<file path="config.mk">
export PLATFORM = sky130hd
export DESIGN_NAME = thirdpel_motion_interpolator
export DESIGN_NICKNAME = d
export VERILOG_FILES = /design/src/design/tpmi_pkg.sv /design/src/design/thirdpel_motion_interpolator.sv /design/src/design/tpmi_regs.sv /design/src/design/tpmi_window.sv /design/src/design/tpmi_filter.sv
export SDC_FILE = /design/constraint.sdc
export NUM_CORES = 1
export LEC_CHECK = 0
export ABC_AREA = 1
export BUFFER_PORTS_ARGS = -buffer_cell sky130_fd_sc_hd__buf_2
export CAP_MARGIN = 20
export CORE_ASPECT_RATIO = 1.5
export CORE_UTILIZATION = 63
export DETAILED_ROUTE_END_ITERATION = 8
export PLACE_DENSITY = 0.77
export SYNTH_ARGS = -nofsm -noshare
export SYNTH_HDL_FRONTEND = slang
export SYNTH_SLANG_ARGS = --single-unit
export TNS_END_PERCENT = 10
</file>
<file path="constraint.sdc">
create_clock -name clk -period 12.6 [get_ports clk]
set_clock_uncertainty 0.05 [all_clocks]
set_input_delay 2.52 -clock clk [delete_from_list [all_inputs] [get_ports clk]]
set_output_delay 2.52 -clock clk [all_outputs]
set_load 0.05 [all_outputs]
</file>
<file path="src/design/tpmi_pkg.sv">
// ----------------------------------------------------------------------------
// tpmi_pkg
// Shared constants and types of the third-pel motion interpolator.
// ----------------------------------------------------------------------------
package tpmi_pkg;

  localparam int MAX_WIDTH = 16;
  localparam int COL_W     = $clog2(MAX_WIDTH + 1);
  localparam int ADDR_W    = 5;

  localparam logic [2:0] REG_FRAC_X       = 3'd0;
  localparam logic [2:0] REG_FRAC_Y       = 3'd1;
  localparam logic [2:0] REG_AVG_MODE     = 3'd2;
  localparam logic [2:0] REG_BLOCK_WIDTH  = 3'd3;
  localparam logic [2:0] REG_BLOCK_HEIGHT = 3'd4;

  localparam logic [1:0] PHASE_0 = 2'd0;
  localparam logic [1:0] PHASE_1 = 2'd1;
  localparam logic [1:0] PHASE_2 = 2'd2;

  localparam logic [9:0]  LIN_MUL   = 10'd683;
  localparam int          LIN_SHIFT = 11;
  localparam logic [11:0] BIL_MUL   = 12'd2731;
  localparam int          BIL_SHIFT = 15;
  localparam logic [11:0] BIL_ROUND = 12'd6;

  typedef struct packed {
    logic [1:0] frac_x;
    logic [1:0] frac_y;
    logic       avg_mode;
    logic [4:0] block_width;
    logic [4:0] block_height;
  } cfg_t;

  typedef struct packed {
    logic [7:0] a;
    logic [7:0] b;
    logic [7:0] c;
    logic [7:0] d;
    logic [7:0] dst_old;
    logic [1:0] fx;
    logic [1:0] fy;
    logic       avg;
    logic       last;
  } nbhd_t;

endpackage

</file>
<file path="src/design/thirdpel_motion_interpolator.sv">
// ----------------------------------------------------------------------------
// thirdpel_motion_interpolator
// Third-pel motion-compensation interpolator for 8-bit pixels.
//
//   channel  handshake                 payload
//   pixel    pixel_valid/pixel_stall   src_pixel, dst_old
//   pred     pred_valid/pred_stall     pred_pixel, block_last
//   config   APB write/read            frac_x, frac_y, avg_mode, block_width,
//                                      block_height at 0x00..0x10
//
// One pixel transfer per cycle while pixel_stall is low; the result of a
// position is registered in the neighbourhood register and then in the result
// register. Window row 0 and column 0 give no result.
// Synchronous reset clears the line store, counters and both valid flags.
// A stall on pred holds the result and backs up into pixel_stall only once
// the neighbourhood register is also full.
// ----------------------------------------------------------------------------
module thirdpel_motion_interpolator (
  input  logic                        clk,
  input  logic                        rst,
  input  logic                        pixel_valid,
  output logic                        pixel_stall,
  input  logic [7:0]                  src_pixel,
  input  logic [7:0]                  dst_old,
  output logic                        pred_valid,
  input  logic                        pred_stall,
  output logic [7:0]                  pred_pixel,
  output logic                        block_last,
  input  logic                        psel,
  input  logic                        penable,
  input  logic                        pwrite,
  input  logic [tpmi_pkg::ADDR_W-1:0] paddr,
  input  logic [31:0]                 pwdata,
  output logic [31:0]                 prdata,
  output logic                        pready
);
  import tpmi_pkg::*;

  cfg_t  cfg;
  nbhd_t nb;
  logic  nb_valid;
  logic  nb_take;

  tpmi_regs u_regs (
    .clk     (clk),
    .rst     (rst),
    .psel    (psel),
    .penable (penable),
    .pwrite  (pwrite),
    .paddr   (paddr),
    .pwdata  (pwdata),
    .prdata  (prdata),
    .pready  (pready),
    .cfg     (cfg)
  );

  tpmi_window u_window (
    .clk         (clk),
    .rst         (rst),
    .cfg         (cfg),
    .pixel_valid (pixel_valid),
    .pixel_stall (pixel_stall),
    .src_pixel   (src_pixel),
    .dst_old     (dst_old),
    .nb          (nb),
    .nb_valid    (nb_valid),
    .nb_take     (nb_take)
  );

  tpmi_filter u_filter (
    .clk        (clk),
    .rst        (rst),
    .nb         (nb),
    .nb_valid   (nb_valid),
    .nb_take    (nb_take),
    .pred_valid (pred_valid),
    .pred_stall (pred_stall),
    .pred_pixel (pred_pixel),
    .block_last (block_last)
  );

endmodule

</file>
<file path="src/design/tpmi_regs.sv">
// ----------------------------------------------------------------------------
// tpmi_regs
// APB-style configuration registers: phase, average mode and block size.
// ----------------------------------------------------------------------------
module tpmi_regs (
  input  logic                      clk,
  input  logic                      rst,
  input  logic                      psel,
  input  logic                      penable,
  input  logic                      pwrite,
  input  logic [tpmi_pkg::ADDR_W-1:0] paddr,
  input  logic [31:0]               pwdata,
  output logic [31:0]               prdata,
  output logic                      pready,
  output tpmi_pkg::cfg_t            cfg
);
  import tpmi_pkg::*;

  logic [2:0] index;
  logic       wr;

  assign pready = 1'b1;
  assign index  = paddr[4:2];
  assign wr     = psel && penable && pwrite;

  always_ff @(posedge clk) begin
    if (rst) begin
      cfg.frac_x       <= 2'd0;
      cfg.frac_y       <= 2'd0;
      cfg.avg_mode     <= 1'b0;
      cfg.block_width  <= 5'd16;
      cfg.block_height <= 5'd16;
    end else if (wr) begin
      case (index)
        REG_FRAC_X:       cfg.frac_x       <= pwdata[1:0];
        REG_FRAC_Y:       cfg.frac_y       <= pwdata[1:0];
        REG_AVG_MODE:     cfg.avg_mode     <= pwdata[0];
        REG_BLOCK_WIDTH:  cfg.block_width  <= pwdata[4:0];
        REG_BLOCK_HEIGHT: cfg.block_height <= pwdata[4:0];
        default: ;
      endcase
    end
  end

  always_comb begin
    case (index)
      REG_FRAC_X:       prdata = {30'd0, cfg.frac_x};
      REG_FRAC_Y:       prdata = {30'd0, cfg.frac_y};
      REG_AVG_MODE:     prdata = {31'd0, cfg.avg_mode};
      REG_BLOCK_WIDTH:  prdata = {27'd0, cfg.block_width};
      REG_BLOCK_HEIGHT: prdata = {27'd0, cfg.block_height};
      default:          prdata = 32'd0;
    endcase
  end

endmodule

</file>
<file path="src/design/tpmi_window.sv">
// ----------------------------------------------------------------------------
// tpmi_window
// Line store, neighbour registers and window position counters; registers
// the 2x2 neighbourhood of each output position.
// ----------------------------------------------------------------------------
module tpmi_window (
  input  logic           clk,
  input  logic           rst,
  input  tpmi_pkg::cfg_t cfg,
  input  logic           pixel_valid,
  output logic           pixel_stall,
  input  logic [7:0]     src_pixel,
  input  logic [7:0]     dst_old,
  output tpmi_pkg::nbhd_t nb,
  output logic           nb_valid,
  input  logic           nb_take
);
  import tpmi_pkg::*;

  logic [7:0]       previous_row [MAX_WIDTH+1];
  logic [7:0]       upper_left;
  logic [7:0]       left_pixel;
  logic [COL_W-1:0] column_count;
  logic [4:0]       row_count;

  logic             accept;
  logic             produce;
  logic             row_end;
  logic             last;
  logic [7:0]       above;
  logic [COL_W-1:0] w_eff;
  logic [4:0]       h_eff;
  logic [1:0]       fx;
  logic [1:0]       fy;

  assign pixel_stall = nb_valid && !nb_take;
  assign accept      = pixel_valid && !pixel_stall;

  always_comb begin
    if (cfg.block_width == 5'd0) begin
      w_eff = COL_W'(1);
    end else if (32'(cfg.block_width) > 32'(MAX_WIDTH)) begin
      w_eff = COL_W'(MAX_WIDTH);
    end else begin
      w_eff = COL_W'(cfg.block_width);
    end
    h_eff = (cfg.block_height == 5'd0) ? 5'd1 : cfg.block_height;
    fx    = (cfg.frac_x > PHASE_2) ? PHASE_2 : cfg.frac_x;
    fy    = (cfg.frac_y > PHASE_2) ? PHASE_2 : cfg.frac_y;
  end

  assign above   = previous_row[column_count];
  assign produce = (row_count != 5'd0) && (column_count != '0);
  assign row_end = column_count >= w_eff;
  assign last    = (row_count >= h_eff) && row_end;

  always_ff @(posedge clk) begin
    if (rst) begin
      for (int i = 0; i <= MAX_WIDTH; i++) begin
        previous_row[i] <= 8'd0;
      end
      upper_left   <= 8'd0;
      left_pixel   <= 8'd0;
      column_count <= '0;
      row_count    <= 5'd0;
      nb_valid     <= 1'b0;
    end else begin
      if (accept) begin
        upper_left                 <= above;
        previous_row[column_count] <= src_pixel;
        left_pixel                 <= src_pixel;
        if (row_end) begin
          column_count <= '0;
          row_count    <= (row_count >= h_eff) ? 5'd0 : row_count + 5'd1;
        end else begin
          column_count <= column_count + COL_W'(1);
        end
      end
      if (accept && produce) begin
        nb_valid <= 1'b1;
      end else if (nb_take) begin
        nb_valid <= 1'b0;
      end
    end
  end

  always_ff @(posedge clk) begin
    if (accept && produce) begin
      nb.a       <= upper_left;
      nb.b       <= above;
      nb.c       <= left_pixel;
      nb.d       <= src_pixel;
      nb.dst_old <= dst_old;
      nb.fx      <= fx;
      nb.fy      <= fy;
      nb.avg     <= cfg.avg_mode;
      nb.last    <= last;
    end
  end

endmodule

</file>
<file path="src/design/tpmi_filter.sv">
// ----------------------------------------------------------------------------
// tpmi_filter
// Third-pel weighting, optional rounding average and the result register.
// ----------------------------------------------------------------------------
module tpmi_filter (
  input  logic            clk,
  input  logic            rst,
  input  tpmi_pkg::nbhd_t nb,
  input  logic            nb_valid,
  output logic            nb_take,
  output logic            pred_valid,
  input  logic            pred_stall,
  output logic [7:0]      pred_pixel,
  output logic            block_last
);
  import tpmi_pkg::*;

  logic [7:0]  heavy;
  logic [7:0]  light;
  logic [9:0]  lin_sum;
  logic [19:0] lin_prod;
  logic [2:0]  wa, wb, wc, wd;
  logic [11:0] bil_sum;
  logic [23:0] bil_prod;
  logic [7:0]  pred;
  logic [8:0]  avg_sum;
  logic [7:0]  result;

  always_comb begin
    if (nb.fy == PHASE_0) begin
      heavy = (nb.fx == PHASE_1) ? nb.a : nb.b;
      light = (nb.fx == PHASE_1) ? nb.b : nb.a;
    end else begin
      heavy = (nb.fy == PHASE_1) ? nb.a : nb.c;
      light = (nb.fy == PHASE_1) ? nb.c : nb.a;
    end
  end

  assign lin_sum  = {1'b0, heavy, 1'b0} + 10'(light) + 10'd1;
  assign lin_prod = 20'(lin_sum) * 20'(LIN_MUL);

  always_comb begin
    case ({nb.fx, nb.fy})
      {PHASE_1, PHASE_1}: begin wa = 3'd4; wb = 3'd3; wc = 3'd3; wd = 3'd2; end
      {PHASE_2, PHASE_1}: begin wa = 3'd3; wb = 3'd4; wc = 3'd2; wd = 3'd3; end
      {PHASE_1, PHASE_2}: begin wa = 3'd3; wb = 3'd2; wc = 3'd4; wd = 3'd3; end
      default:            begin wa = 3'd2; wb = 3'd3; wc = 3'd3; wd = 3'd4; end
    endcase
  end

  assign bil_sum  = 12'(wa) * 12'(nb.a) + 12'(wb) * 12'(nb.b)
                  + 12'(wc) * 12'(nb.c) + 12'(wd) * 12'(nb.d) + BIL_ROUND;
  assign bil_prod = 24'(bil_sum) * 24'(BIL_MUL);

  always_comb begin
    if (nb.fx == PHASE_0 && nb.fy == PHASE_0) begin
      pred = nb.a;
    end else if (nb.fx == PHASE_0 || nb.fy == PHASE_0) begin
      pred = lin_prod[LIN_SHIFT+7:LIN_SHIFT];
    end else begin
      pred = bil_prod[BIL_SHIFT+7:BIL_SHIFT];
    end
  end

  assign avg_sum = 9'(nb.dst_old) + 9'(pred) + 9'd1;
  assign result  = nb.avg ? avg_sum[8:1] : pred;

  assign nb_take = !pred_valid || !pred_stall;

  always_ff @(posedge clk) begin
    if (rst) begin
      pred_valid <= 1'b0;
    end else if (nb_take) begin
      pred_valid <= nb_valid;
    end
  end

  always_ff @(posedge clk) begin
    if (nb_take && nb_valid) begin
      pred_pixel <= result;
      block_last <= nb.last;
    end
  end

endmodule

</file>
==> metrics.txt, run 1 <==
reg-to-reg slack, setup=980 ps; layout cell share with drive strength beyond 1=0.06172; DR vias=about 18000; most frequent CP cell=nand2_1; Yosys top cell by area=edfxtp_1; Peak Freq=about 86 MHz; Worst EP arrival=around 12000 ps; Hold Crit Endpoint=u_filter.block_last; CTS max path bufs=3; CP max-delay cell=fa_1; Vert. Die Dim=between 200 and 250 µm; # setup viols final=0; overall routing resource usage=0.3074; clk sinks=~360; worst reg2reg endpoint=u_filter.pred_pixel[5]; gp weighted congestion=roughly 0.94; Post-Synthesis Cell Area=roughly 24000 µm²; Worst-Margin Slew=between 900 and 1000 ps; combinational fraction of design power=0.546; hold_buf cts=0; RSZ-0062 raised after global routing=no; Die Wd=160.0 µm; reg2reg start=u_window.nb[4]; DP HPWL=between 40 and 50 mm; buffer and inverter count on the worst path=9; Final Hold Fails=0; Clock Power Share=0.186; NetSw=around 0.0022 W; Slew Viols, Final=0; # H-tree levels=1; maxcap violations=0; sw frac=0.4309; Yosys warnings=0; drt pass-1 iters=6; status=complete, no violations; Rel. slew slack=0.3472; CTS clk-pin slew, worst paths=70 ps; DRC viols=0; starting density of the core=0.6414; Area contributors post-synth=edfxtp_1, fa_1, ha_1; wire per inst=19.59 µm; via/cell ratio=a little under 6; IO buf count=46; worst-case vdd ir drop=0.0002435 V; Core Region=between 30000 and 40000 µm²; dpl cells=2904; FFs w/ async S/R, synth=0; CP Max Fanout=20; Hold Path Stages=0; I/O pins=between 100 and 150; post-route setup TNS=0 ps; cell count after synthesis=2449; global-route wire length before repair=between 90 and 100 mm; crit start category=flop; static leakage=between 10 and 15 nW; die area=38260 µm²; Area Overhead vs Synth=6.414%; area share of the largest cell type after synthesis=0.3957; clock latency at the later pin of the worst-skew pair=~560 ps; drt initial violations=approximately 1400; total grt overflow=0; critical path class=flop to flop; Commonest cells post-synth=nor2_1, inv_1, edfxtp_1; TritonCTS clock tree=built; initial antenna violation count=0; prevailing post-synth register cell=edfxtp_1; Reg2Reg Depth=54; Post-synth EDFFs=between 300 and 400; synthesized flop and latch total=359; sequential cell area fraction in the yosys report=0.4364; Pint=just under 0.003 W; Synth cell types=56; Final ANT Viol Nets=0; Worst Hold Class=flop to flop; slowest stage delay, CP=roughly 540 ps; CP Capture Type=flop; Reg power frac=0.269; CTS Buf Count=29; Period minus WS final=11620 ps; clk root buf=clkbuf_16; vias in the first global route=between 15000 and 20000; n_diodes=0; family with the most delay on the worst path=adder cells; PD cells=between 200 and 250 nW/µm²; hold path startpoint=u_window.nb[0]; DRT Wirelength=just under 60 mm; crit share post-route=0.9220; top-count cell post-synth=nor2_1; Final #Nets=around 2800; Final Non-Filler Cells=between 2000 and 3000; syn_area_per_cell=9.638 µm²; Rows=between 80 and 90; Crit path required time=12840 ps; largest net degree at the start of global routing=slightly below 80
-- flip-flops by register name, indices dropped and copies added (netlist names), named ones only --
name,count
u_filter.block_last,1
u_window.previous_row,256
u_window.left_pixel,8
u_window.nb_valid,1
u_regs.cfg,15
u_filter.pred_valid,1
u_window.nb,46
u_window.column_count,5
u_window.upper_left,8
u_filter.pred_pixel,8
u_window.row_count,5
-- cells by family after synthesis --
| kind of cell | count (synthesis) | share of synthesized area |
|---|---|---|
| compound gates | 433 | 0.1096 |
| xor+xnor | 32 | 0.01219 |
| fa+ha+maj | 330 | 0.2179 |
| buf+inv | 498 | 0.08567 |
| flops | 359 | 0.4364 |
| other cells | 2 | 0.0003182 |
| simple gates | 795 | 0.1379 |
-- routing by layer --
layer | track usage | share of wire | vias up
li1 | - | - | 8168
met1 | 0.3160 | 0.34 | 8467
met2 | 0.5771 | 0.54 | 694
met3 | 0.03123 | 0.049 | 208
met4 | 0.2231 | 0.076 | 0
met5 | 0 | 0 | -
-- worst max-delay path by stage --
stage,startpoint,endpoint,slack [ps],depth (start not counted)
global placement,u_window.nb[3],u_filter.pred_pixel[5],910,55
CTS,u_window.nb[3],u_filter.pred_pixel[7],700,56
global route,u_window.nb[4],u_filter.pred_pixel[7],30,55
floorplan,u_window.nb[3],u_filter.pred_pixel[5],2050,54
detailed placement,u_window.nb[3],u_filter.pred_pixel[5],750,55
finish,u_window.nb[4],u_filter.pred_pixel[5],980,54
-- cells in the final DEF (no fill, tap or decap), drive strengths merged, types with 15 or more instances in the layout --
cell type	synthesis	final
ha	195	195
nor2	414	414
dfxtp	48	48
nor3	19	19
nand2	258	258
xor2	17	17
o221ai	53	53
clkbuf	61	43
edfxtp	311	311
fa	135	135
conb	2	28
a21oi	86	86
o21ai	211	211
clkinv	12	17
buf	53	65
o22ai	21	21
xnor2	15	15
inv	372	374
nand3	79	79
-- layout make-up --
class	count	area, µm²
Timing Repair Buffer	65	372.9
Fill cell	2899	11680
Multi-Input combinational cell	1618	11380
Clock buffer	43	902.1
Clock inverter	10	107.6
Inverter	384	1446
Sequential cell	359	10300
Tap cell	484	605.6
-- power groups by stage --
stage                     clock network, W  registers [W]  logic [W]
after CTS                         0.000950        0.00137    0.00279
after detailed placement                 0        0.00140    0.00277
after global routing              0.000994        0.00137    0.00316
after floorplan                          0        0.00139    0.00203
after global placement                   0        0.00140    0.00269
final                             0.000949        0.00137    0.00279
-- metrics by stage --
step	power (W)	setup slack, ps	hold slack, ps	util	instance area (µm²)
6_report	0.005106	982.3	372.7	0.6825	25120
5_1_grt	0.005530	28.99	384.3	0.6825	25120
4_1_cts	0.005115	697.9	373.4	0.6812	25070
3_5_place_dp	0.004172	753.3	356.3	0.6537	24060
3_3_place_gp	0.004090	909.8	359.5	0.6537	24060
2_1_floorplan	0.003422	2051	350.3	-	23700
-- repair_timing --
action                     4_1_cts  5_1_grt
resized for setup                0        1
setup endpoints to repair        0        3
setup buffers                    0        6
Power figures use the tool's default switching activity.
==> inputs of run 2 (changes only) <==
--- a/config.mk
+++ b/config.mk
@@ -10,4 +10,5 @@
 export CAP_MARGIN = 20
 export CORE_ASPECT_RATIO = 1.5
+export CORE_MARGIN = 4
 export CORE_UTILIZATION = 63
 export DETAILED_ROUTE_END_ITERATION = 8
@@ -16,3 +17,3 @@
 export SYNTH_HDL_FRONTEND = slang
 export SYNTH_SLANG_ARGS = --single-unit
-export TNS_END_PERCENT = 10
+export TNS_END_PERCENT = 1
==> constraint.sdc (replaced) <==
create_clock -name clk -period 12.6 [get_ports clk]
set_clock_uncertainty 0.05 [all_clocks]
set_input_delay 0.63 -clock clk [delete_from_list [all_inputs] [get_ports clk]]
set_output_delay 0.63 -clock clk [all_outputs]
set_load 0.05 [all_outputs]
==> run 2 against run 1 <==
Register-to-register slack worse by 140 ps. Global-route usage down 2.4 points. Utilization down 0.26 points. Sequential power about the same. Die area up 6.4%. Setup slack worse by 140 ps. Non-clock buffer count down 5. Largest cell class unchanged. Largest power group unchanged.
==> metrics.txt, run 2 (synthesis gave the netlist of run 1 again) <==
drt pass-1 iters=6 (unchanged); critical path class=flop to flop (unchanged); Peak Freq=85.05 MHz (was 86.08 MHz); Rows=86 (unchanged); crit start category=flop (unchanged); met2 Usage GRT=0.5293 (was 0.5771); Reg power frac=0.271 (was 0.269); TritonCTS clock tree=built (unchanged); overall routing resource usage=0.2837 (was 0.3074); CTS Buf Count=30 (was 29); CP max-delay cell=edfxtp_1 (was fa_1); Period minus WS final=11760 ps (was 11620 ps); Place WS=685.2 ps (was 753.3 ps); status=complete, no violations (unchanged); Clock Power Share=0.185 (was 0.186); Slew Viols, Final=0 (unchanged); PD cells=201.4 nW/µm² (was 203.3 nW/µm²); layout cell share with drive strength beyond 1=0.05975 (was 0.06172); DR vias=17610 (was 17540); DRT Wirelength=58.24 mm (was 58.05 mm); # H-tree levels=1 (unchanged); slowest stage delay, CP=600 ps (was 540 ps); clk root buf=clkbuf_16 (unchanged); Worst EP arrival=12030 ps (was 11860 ps); sw frac=0.4340 (was 0.4309); post-route setup TNS=0 ps (unchanged); Rel. slew slack=0.3445 (was 0.3472); clk sinks=359 (unchanged); most frequent cells in the layout=nor2_1, inv_1, edfxtp_1, nand2_1, o21ai_0 (unchanged); final worst setup slack=842.8 ps (was 982.3 ps); starting density of the core=0.6395 (was 0.6414); hold_buf cts=0 (unchanged); Die Wd=166.0 µm (was 160.0 µm); most frequent CP cell=nand2_1 (unchanged); Final ANT Viol Nets=0 (unchanged); RSZ-0062 raised after global routing=no (unchanged); # setup viols final=0 (unchanged); worst-case vdd ir drop=0.0002891 V (was 0.0002435 V); max reg flops=256 (unchanged); IO buf count=46 (unchanged); Crit path required time=12870 ps (was 12840 ps); initial antenna violation count=0 (unchanged); clock latency at the later pin of the worst-skew pair=570 ps (was 560 ps); crit share post-route=0.9331 (was 0.9220); wire per inst=19.67 µm (was 19.59 µm); Hold Slack=180.4 ps (was 372.7 ps); commonest non-fill, non-tap cell in the layout=nor2_1 (unchanged); combinational fraction of design power=0.544 (was 0.546); Final #Nets=2843 (was 2847); Area Overhead vs Synth=6.319% (was 6.414%); busiest grt layer=met2 (unchanged); I/O pins=104 (unchanged); Vert. Die Dim=245.1 µm (was 239.1 µm); register bank with the most flops=u_window.previous_row (unchanged); gp weighted congestion=0.9759 (was 0.9438); NetSw=0.002194 W (was 0.002200 W); n_diodes=0 (unchanged); maxcap violations=0 (unchanged); CTS clk-pin slew, worst paths=70 ps (about the same); largest net degree at the start of global routing=97 (was 77); CTS max path bufs=3 (unchanged); DP HPWL=43.40 mm (was 43.68 mm); Worst-Margin Slew=983.2 ps (was 979.3 ps); CP Max Fanout=14 (was 20); GR Layer Usage met3=0.02803 (was 0.03123); die area=40690 µm² (was 38260 µm²); met1 usage=0.3043 (was 0.3160); Largest regs=u_window.previous_row (256), u_window.nb (46), u_regs.cfg (15) (unchanged); total power=0.005055 W (was 0.005106 W); vias in the first global route=18070 (was 17910); Core Region=36910 µm² (was 36800 µm²); global-route wire length before repair=92.57 mm (was 91.30 mm); Worst Hold Class=input pin to flop (was flop to flop); total grt overflow=0 (unchanged); static leakage=11.10 nW (was 11.11 nW); via/cell ratio=5.946 (was 5.919); CP Capture Type=flop (unchanged); Final Util=0.6799 (was 0.6825); Final Hold Fails=0 (unchanged); DRC viols=0 (unchanged); Pint=0.002861 W (was 0.002906 W); drt initial violations=1741 (was 1437)
-- run 2: changes by cell type in the layout (fill, tap and decap cells not counted), sizes merged --
cell	before	now
inv	374	372
bufinv	2	3
clkinvlp	1	4
buf	65	60
clkinv	17	25
clkbuf	43	36
-- run 2: worst paths after layout --
kind	from	depth (start not counted)	slack, ps	to
max	u_window.nb[3]	55	840	u_filter.pred_pixel[5]
min	dst_old[0]	1	180	u_window.nb[6]
max reg2reg	u_window.nb[3]	55	840	u_filter.pred_pixel[5]
min reg2reg	u_window.nb[0]	0	370	u_filter.block_last
-- run 2: layout make-up --
class | count | area, µm²
multi-input combinational | 1618 | 11390
clock inverter | 20 | 190.2
tap | 484 | 605.6
sequential | 359 | 10300
fill | 2846 | 11810
timing repair buffer | 60 | 355.3
clock buffer | 36 | 804.5
inverter | 384 | 1443
-- run 2: metal layers --
layer / vias up / routed length, µm
met4: 0 / 4309
met1: 8416 / 19390
met5: - / 0
met2: 781 / 31360
met3: 239 / 3185
li1: 8170 / -
-- run 2: metrics by stage --
step | cell area, µm² | instances
after floorplan | 23700 | 2475
after global placement | 24050 | 2903
after detailed placement | 24080 | 2904
after CTS | 25070 | 2960
after global routing | 25090 | 2961
final | 25090 | 2961
-- run 2: worst max-delay path, delay by kind of cell (launching register included) --
kind	cells	cell delay, ps
AND/OR/NAND/NOR	20	2050
AO/OA/AOI/OAI	9	1550
flip-flops	1	600
adder cells (fa/ha/maj)	14	5930
buffers and inverters	10	930
XOR/XNOR	2	390
-- run 2: timing repair --
| action | 4_1_cts | 5_1_grt |
|---|---|---|
| hold endpoints to repair | 0 | 0 |
| setup endpoints to repair | 0 | 2 |
| buffers inserted | 0 | 1 |
| resized for setup | 0 | 2 |
-- run 2: power by group through the flow --
stage | clock, W | sequential (W) | combinational, W
after floorplan | 0 | 0.00139 | 0.00203
after global routing | 0.000988 | 0.00137 | 0.00316
after CTS | 0.000942 | 0.00137 | 0.00275
after detailed placement | 0 | 0.00140 | 0.00272
final | 0.000935 | 0.00137 | 0.00275
after global placement | 0 | 0.00140 | 0.00264
